<file path="src/rtl/aus_pkg.sv">
// ----------------------------------------------------------------------------
// aus_pkg
// Types, constants and helpers of the Annex-B access unit splitter.
// ----------------------------------------------------------------------------
`timescale 1ns / 1ps

package aus_pkg;

  // Width of the internal byte position counters
  localparam int OFFSET_BITS = 32;
  localparam int QUEUE_DEPTH = 4;
  localparam int QPTR_BITS   = $clog2(QUEUE_DEPTH);

  typedef logic [OFFSET_BITS-1:0] pos_t;

  // Result kinds
  typedef enum logic [1:0] {
    KIND_UNIT       = 2'd0,
    KIND_END_UNITS  = 2'd1,
    KIND_END_EMPTY  = 2'd2
  } kind_t;

  // Stream constants
  localparam logic [7:0] START_BYTE    = 8'h01;
  localparam logic [7:0] ZERO_BYTE     = 8'h00;
  localparam logic [4:0] NAL_TYPE_MASK = 5'h1f;
  localparam logic [4:0] NAL_TYPE_AUD  = 5'd9;

  // One result beat
  typedef struct packed {
    kind_t       kind;
    logic [31:0] unit_offset;
    logic [31:0] unit_length;
    logic        last_result;
  } result_t;

  // Cut or extend a position to the 32-bit output field
  function automatic logic [31:0] fit32(pos_t v);
    logic [63:0] w;
    w = 64'(v);
    return w[31:0];
  endfunction

endpackage

</file>
<file path="src/rtl/annexb_access_unit_splitter.sv">
// ----------------------------------------------------------------------------
// annexb_access_unit_splitter
// Splits an Annex-B byte stream into access units and reports each one.
// ----------------------------------------------------------------------------
// Takes one stream byte per beat and accepts a byte every clock while s_tready is high. Each byte is
// scanned in the cycle it is accepted and its results (none, one or two) land
// in a four-beat result queue that feeds the master side in order. s_tready
// falls only while that queue holds more than two beats, that is while the
// master side stalls; with m_tready held high the block sustains one byte per
// cycle. After the last byte the state returns to reset and the next byte
// starts a new stream at offset 0.
`timescale 1ns / 1ps

module annexb_access_unit_splitter
  import aus_pkg::*;
(
  input  logic        clk,
  input  logic        rst,
  input  logic        s_tvalid,
  output logic        s_tready,
  input  logic [7:0]  s_tdata,   // [7:0] data_byte
  input  logic        s_tlast,   // last_byte
  output logic        m_tvalid,
  input  logic        m_tready,
  output logic [63:0] m_tdata,   // [31:0] unit_offset, [63:32] unit_length
  output logic [1:0]  m_tuser,   // [1:0] kind
  output logic        m_tlast    // last_result
);

  // Scanner state
  pos_t        byte_position, byte_position_next;
  logic [23:0] recent_bytes, recent_bytes_next;
  logic [1:0]  bytes_since_code, bytes_since_code_next;
  pos_t        candidate_pos, candidate_pos_next;
  logic        header_expected, header_expected_next;
  logic        nal_open, nal_open_next;
  logic        nal_is_delimiter, nal_is_delimiter_next;
  logic        unit_open, unit_open_next;
  pos_t        unit_start, unit_start_next;
  pos_t        unit_end, unit_end_next;
  logic        any_unit_emitted, any_unit_emitted_next;

  // Result queue
  result_t              queue [QUEUE_DEPTH];
  logic [QPTR_BITS-1:0] wr_ptr, rd_ptr;
  logic [QPTR_BITS:0]   count;

  logic    accept, pop;
  logic    push_a, push_b;
  result_t res_a, res_b;

  assign accept   = s_tvalid && s_tready;
  assign pop      = m_tvalid && m_tready;
  assign s_tready = (count <= (QPTR_BITS+1)'(QUEUE_DEPTH - 2));

  // Scan one byte: header handling, start code search, end of stream
  always_comb begin
    logic [4:0] hdr_type;
    logic       is_aud;
    logic       emit_aud;
    logic       emit_end;
    logic       found;
    pos_t       pos1;
    pos_t       end1;
    pos_t       end2;
    logic       open1;
    pos_t       start1;
    logic       delim1;
    logic       nopen1;
    logic       any1;
    logic       any2;

    hdr_type = s_tdata[4:0] & NAL_TYPE_MASK;
    is_aud   = (hdr_type == NAL_TYPE_AUD);
    pos1     = byte_position + pos_t'(1);

    // Close the previous NAL and open the new one on its header byte
    end1     = (header_expected && nal_open && !nal_is_delimiter) ? candidate_pos : unit_end;
    emit_aud = header_expected && is_aud && unit_open;
    open1    = header_expected ? !is_aud : unit_open;
    start1   = (header_expected && !is_aud && !unit_open) ? candidate_pos : unit_start;
    delim1   = header_expected ? is_aud : nal_is_delimiter;
    nopen1   = header_expected || nal_open;
    any1     = any_unit_emitted || emit_aud;

    // Look for a start code ending in this byte
    found = (s_tdata == START_BYTE) && (bytes_since_code >= 2'd2)
         && (recent_bytes[15:8] == ZERO_BYTE) && (recent_bytes[7:0] == ZERO_BYTE);
    candidate_pos_next = candidate_pos;
    if (found) begin
      if ((bytes_since_code == 2'd3) && (recent_bytes[23:16] == ZERO_BYTE)) begin
        candidate_pos_next = byte_position - pos_t'(3);
      end else begin
        candidate_pos_next = byte_position - pos_t'(2);
      end
    end

    // End of stream: current NAL runs to the final byte
    end2     = (nopen1 && !delim1) ? pos1 : end1;
    emit_end = s_tlast && open1;
    any2     = any1 || emit_end;

    // Build the results
    res_a             = '0;
    res_a.kind        = KIND_UNIT;
    res_a.last_result = !s_tlast;
    if (emit_aud) begin
      res_a.unit_offset = fit32(unit_start);
      res_a.unit_length = fit32(end1 - unit_start);
    end else begin
      res_a.unit_offset = fit32(start1);
      res_a.unit_length = fit32(end2 - start1);
    end
    res_b             = '0;
    res_b.kind        = any2 ? KIND_END_UNITS : KIND_END_EMPTY;
    res_b.last_result = 1'b1;
    push_a = accept && (emit_aud || emit_end);
    push_b = accept && s_tlast;

    // Next state
    header_expected_next  = found;
    recent_bytes_next     = {recent_bytes[15:0], s_tdata};
    bytes_since_code_next = (bytes_since_code == 2'd3) ? 2'd3 : bytes_since_code + 2'd1;
    byte_position_next    = pos1;
    nal_open_next         = nopen1;
    nal_is_delimiter_next = delim1;
    unit_open_next        = open1;
    unit_start_next       = start1;
    unit_end_next         = end1;
    any_unit_emitted_next = any1;

    // Return to reset after the final byte
    if (s_tlast) begin
      header_expected_next  = 1'b0;
      recent_bytes_next     = '0;
      bytes_since_code_next = '0;
      byte_position_next    = '0;
      candidate_pos_next    = '0;
      nal_open_next         = 1'b0;
      nal_is_delimiter_next = 1'b0;
      unit_open_next        = 1'b0;
      unit_start_next       = '0;
      unit_end_next         = '0;
      any_unit_emitted_next = 1'b0;
    end
  end

  // Advance scanner state on each accepted beat
  always_ff @(posedge clk) begin
    if (rst) begin
      byte_position    <= '0;
      recent_bytes     <= '0;
      bytes_since_code <= '0;
      candidate_pos    <= '0;
      header_expected  <= 1'b0;
      nal_open         <= 1'b0;
      nal_is_delimiter <= 1'b0;
      unit_open        <= 1'b0;
      unit_start       <= '0;
      unit_end         <= '0;
      any_unit_emitted <= 1'b0;
    end else if (accept) begin
      byte_position    <= byte_position_next;
      recent_bytes     <= recent_bytes_next;
      bytes_since_code <= bytes_since_code_next;
      candidate_pos    <= candidate_pos_next;
      header_expected  <= header_expected_next;
      nal_open         <= nal_open_next;
      nal_is_delimiter <= nal_is_delimiter_next;
      unit_open        <= unit_open_next;
      unit_start       <= unit_start_next;
      unit_end         <= unit_end_next;
      any_unit_emitted <= any_unit_emitted_next;
    end
  end

  // Write up to two results into the queue
  always_ff @(posedge clk) begin
    if (push_a) begin
      queue[wr_ptr] <= res_a;
      if (push_b) begin
        queue[wr_ptr + QPTR_BITS'(1)] <= res_b;
      end
    end else if (push_b) begin
      queue[wr_ptr] <= res_b;
    end
  end

  // Track queue pointers and fill level
  always_ff @(posedge clk) begin
    if (rst) begin
      wr_ptr <= '0;
      rd_ptr <= '0;
      count  <= '0;
    end else begin
      wr_ptr <= wr_ptr + QPTR_BITS'(push_a) + QPTR_BITS'(push_b);
      if (pop) begin
        rd_ptr <= rd_ptr + QPTR_BITS'(1);
      end
      count <= count + (QPTR_BITS+1)'(push_a) + (QPTR_BITS+1)'(push_b)
             - (QPTR_BITS+1)'(pop);
    end
  end

  // Drive the head beat
  assign m_tvalid = (count != '0);
  assign m_tdata  = {queue[rd_ptr].unit_length, queue[rd_ptr].unit_offset};
  assign m_tuser  = queue[rd_ptr].kind;
  assign m_tlast  = queue[rd_ptr].last_result;

endmodule

</file>
<file path="config.mk">
export PLATFORM = sky130hd
export DESIGN_NAME = annexb_access_unit_splitter
export DESIGN_NICKNAME = d
export VERILOG_FILES = /design/src/rtl/aus_pkg.sv /design/src/rtl/annexb_access_unit_splitter.sv
export SDC_FILE = /design/constraint.sdc
export NUM_CORES = 1
export LEC_CHECK = 0
export BUFFER_PORTS_ARGS = -buffer_cell sky130_fd_sc_hd__buf_4
export CELL_PAD_IN_SITES_DETAIL_PLACEMENT = 0
export CELL_PAD_IN_SITES_GLOBAL_PLACEMENT = 2
export CORE_MARGIN = 2
export CORE_UTILIZATION = 42
export DETAILED_ROUTE_END_ITERATION = 16
export PLACE_DENSITY = 0.83
export SLEW_MARGIN = 20
export SYNTH_ARGS = -nofsm -noshare
export SYNTH_HDL_FRONTEND = slang
export SYNTH_SLANG_ARGS = --single-unit
</file>
<file path="constraint.sdc">
create_clock -name clk -period 11.1 [get_ports clk]
set_input_delay 2.22 -clock clk [delete_from_list [all_inputs] [get_ports clk]]
set_output_delay 2.22 -clock clk [all_outputs]
set_load 0.1 [all_outputs]
</file>
==> impl_metrics.py <==
metrics = {
    "outcome": {
        "status": "finished, final reports clean",
    },
    "placement": {
        "dp.cells": 3204,
        "place_worst_setup_slack_ps": 3770,
        "place_area_mm2": 0.0237,
        "place.gp.congestion": 0.886,
        "portBuffers": 81,
        "dpl.hpwl_um": 50000,
    },
    "setup_path": {
        "criticalPathCategory": "in -> reg",
        "start_kind": "input port",
        "endpoint_kind": "flop",
        "slowest_delay_ps": 630,
        "worstPathMaxFanout": 57,
        "cp_slowest_cell": "buf_4",
        "crit_arrival_ps": 7190,
        "worstPathRequired_ps": 11570,
        "path_cells": "buf_4, nor4b_4, a211oi_4, buf_4, mux2_2, ha_1, fa_1, nand2b_1, a21boi_0, o21ai_0, a21oi_1, a221oi_2, o31a_1, o31ai_4, a41oi_4, a21bo_2, a32oi_1, o21ai_0",
    },
    "cts": {
        "cts_tree": "yes",
        "clk_pin_slew_ps": 60,
        "insertion_delay_ps": 620,
        "numCtsBuffers": 50,
        "h-tree-depth": 2,
        "cts_hold_buf": 0,
        "clockBufferDepth": 3,
        "cts_resized": 0,
        "clock-sinks": 436,
        "ctsRootBufferMaster": "clkbuf_16",
        "post_cts_buffers": 0,
    },
    "timing": {
        "fin_crit_sh_pct": 60.5,
        "finalSetupViolations": 0,
        "tightest_slew_ps": 1100,
        "fmax_mhz": 149,
        "finalSetupTns_ps": 0,
        "fin_crit_ps": 6720,
        "fin_ws_ps": 4380,
        "finalHoldViolCount": 0,
        "finClkSkew_ps": 27.1,
        "max-slew-margin-rel_pct": 25.9,
        "rsz0062_at_grt": "false",
        "finalMaxSlewViolations": 0,
    },
    "synthesis": {
        "synth_ff_type": "dfxtp_1",
        "synth_cell_types": 97,
        "synth-seq-cells": 436,
        "netlist_area_mm2": 0.0227,
        "synthTopCellsByArea": "dfxtp_1, mux4_2, a21oi_1, nor2_1, a22o_1",
        "synth_top_area_share_pct": 37.7,
        "syn_nets": 2685,
        "syn_inst": 2598,
        "synth_edf_count": 8,
        "syn_area_per_cell_um2": 8.74,
        "ys_warn_count": 0,
        "async_reset_ff_share_pct": 0,
        "yosysSeqAreaShare_pct": 38.8,
        "yosysTopAreaCell": "dfxtp_1",
    },
    "floorplanning": {
        "die_h_um": 237,
        "die_x_um": 237,
        "coreArea_mm2": 0.0536,
        "dieArea_mm2": 0.0559,
        "initial_core_util_pct": 42.4,
        "rows": 85,
        "ios": 82,
    },
    "route": {
        "post-route-drc-count": 0,
        "drt-wirelength-per-cell_um": 22.3,
        "vias": 19400,
        "vias_per_cell": 5.91,
        "routed_wirelength_um": 73400,
        "first_pass_iters": 5,
        "drtAntennaViolNets": 0,
        "drt_iter0_drc": 1534,
    },
    "run": {
        "maxCapViolations": 0,
    },
    "final_layout": {
        "fin_cells": 3293,
        "area_growth_pct": 11.7,
        "diodes": 0,
        "drive_gt1_share_pct": 13.0,
        "regArea_mm2": 0.00881,
        "nNetsFinal": 2647,
        "postLayoutCellArea_mm2": 0.0254,
        "multi_input_area_mm2": 0.0129,
        "fillers": 5190,
    },
    "global_route": {
        "antenna_found_initial": 0,
        "grt_start_max_net_pins": 75,
        "grt_pass1_vias": 18900,
        "grtUsageTotal_pct": 25.8,
        "grt_pass1_wl_um": 113000,
        "grt.overflow.total": 0,
    },
    "power": {
        "p_leak_uw": 0.00997,
        "power_uw": 3950,
        "vdd_drop_max_v": 0.000117,
        "power.density_mw_per_mm2": 156,
    },
    "min_path": {
        "hold_class": "reg -> reg",
    },
}
## registers in the layout (all words and copies together) (netlist names), named ones only
| name | flops |
|---|---|
| header_expected | 1 |
| rd_ptr | 2 |
| any_unit_emitted | 1 |
| candidate_pos | 32 |
| nal_open | 1 |
| wr_ptr | 2 |
| unit_open | 1 |
| recent_bytes | 24 |
| byte_position | 32 |
| bytes_since_code | 2 |
| unit_start | 32 |
| nal_is_delimiter | 1 |
| queue | 268 |
| count | 3 |
| unit_end | 32 |
## logic make-up after synthesis
family / Yosys count / share of synthesized area [%]
DFF: 436 / 38.8
xor gates and xnor gates: 109 / 4.24
adders and majority gates: 74 / 4.24
buffers and inverters: 283 / 4.85
and+or+nand+nor: 823 / 17.1
AOI/OAI and AO/OA: 760 / 21.9
muxes: 113 / 8.94
## worst max-delay path, delay by kind of cell
family | cells | cell delay [ps]
adders and majority gates | 2 | 620
AOI/OAI and AO/OA | 11 | 2800
muxes | 1 | 460
and+or+nand+nor | 2 | 320
buffers and inverters | 2 | 740
## final timing paths
check                    from      endpoint  slack [ps]  depth (start not counted)
max                s_tdata[0]  queue[0][23]        4380                         18
max reg2reg  byte_position[0]  queue[1][32]        5440                         21
min              queue[3][25]  queue[3][25]         450                          2
min reg2reg      queue[3][25]  queue[3][25]         450                          2
## Yosys cell counts (5+ instances only)
| library cell | number |
|---|---|
| dfxtp_1 | 428 |
| nor2_1 | 290 |
| nand2_1 | 242 |
| a21oi_1 | 233 |
| o21ai_0 | 191 |
| clkbuf_1 | 163 |
| a22o_1 | 121 |
| inv_1 | 87 |
| ha_1 | 69 |
| mux4_2 | 67 |
| nor3_1 | 63 |
| xnor2_1 | 60 |
| a22oi_1 | 52 |
| xor2_1 | 48 |
| nand3b_1 | 45 |
| nand3_1 | 40 |
| a21o_1 | 35 |
| mux2i_1 | 28 |
| and2_1 | 21 |
| and3_1 | 19 |
| a31oi_1 | 18 |
| nand2b_1 | 16 |
| or3_1 | 16 |
| buf_1 | 14 |
| buf_2 | 14 |
| mux2_2 | 13 |
| nor4_1 | 13 |
| nor2b_1 | 12 |
| o21ai_1 | 11 |
| o21a_1 | 10 |
| edfxtp_1 | 8 |
| nand4_1 | 7 |
| o211ai_1 | 7 |
| a211oi_1 | 6 |
| a21oi_2 | 6 |
| o31ai_1 | 6 |
| or2_2 | 6 |
| fa_1 | 5 |
| nor3b_1 | 5 |
| o21bai_1 | 5 |
## report_power, final
| group | switching (uW) | internal (uW) | total [uW] |
|---|---|---|---|
| registers | 46.6 | 1600 | 1640 |
| logic | 450 | 155 | 604 |
| clock network | 704 | 993 | 1700 |
## cell type report
type                       instances  area share, %
timing repair buffer             105           3.11
multi-input combinational       1879           50.7
tap                              696           3.43
sequential                       436           34.7
clock inverter                    22           1.10
clock buffer                      67           5.58
inverter                          88           1.30
## per-stage QoR
stage / utilization, % / hold slack, ps
floorplan: - / 420
CTS: 47.3 / 449
global route: 47.3 / 468
finish: 47.3 / 447
detailed placement: 44.2 / 437
global placement: 44.2 / 429
## metal layers
layer | wire, um | vias up | global-route usage (%)
met4 | 1470 | 0 | 6.66
met2 | 33400 | 496 | 41.4
li1 | - | 9205 | -
met1 | 34900 | 9662 | 36.8
met5 | 0 | - | 0
met3 | 3600 | 85 | 3.03
## placed cells by master (no fill, tap or decap), types with 12 or more instances in the layout
| cell | n |
|---|---|
| a22oi_1 | 52 |
| a21oi_1 | 231 |
| xor2_1 | 48 |
| inv_1 | 87 |
| and2_1 | 17 |
| or3_1 | 16 |
| nor2_1 | 289 |
| o21ai_0 | 191 |
| xnor2_1 | 60 |
| and3_1 | 18 |
| ha_1 | 69 |
| nand3b_1 | 45 |
| nor2b_1 | 12 |
| buf_4 | 105 |
| nand2b_1 | 15 |
| dfxtp_1 | 426 |
| a21o_1 | 35 |
| a31oi_1 | 18 |
| mux4_2 | 67 |
| nand2_1 | 241 |
| clkbuf_16 | 51 |
| nand3_1 | 40 |
| mux2i_1 | 28 |
| nor3_1 | 60 |
| mux2_2 | 13 |
| nor4_1 | 13 |
| a22o_1 | 121 |
(Power assumes the default switching activity.)
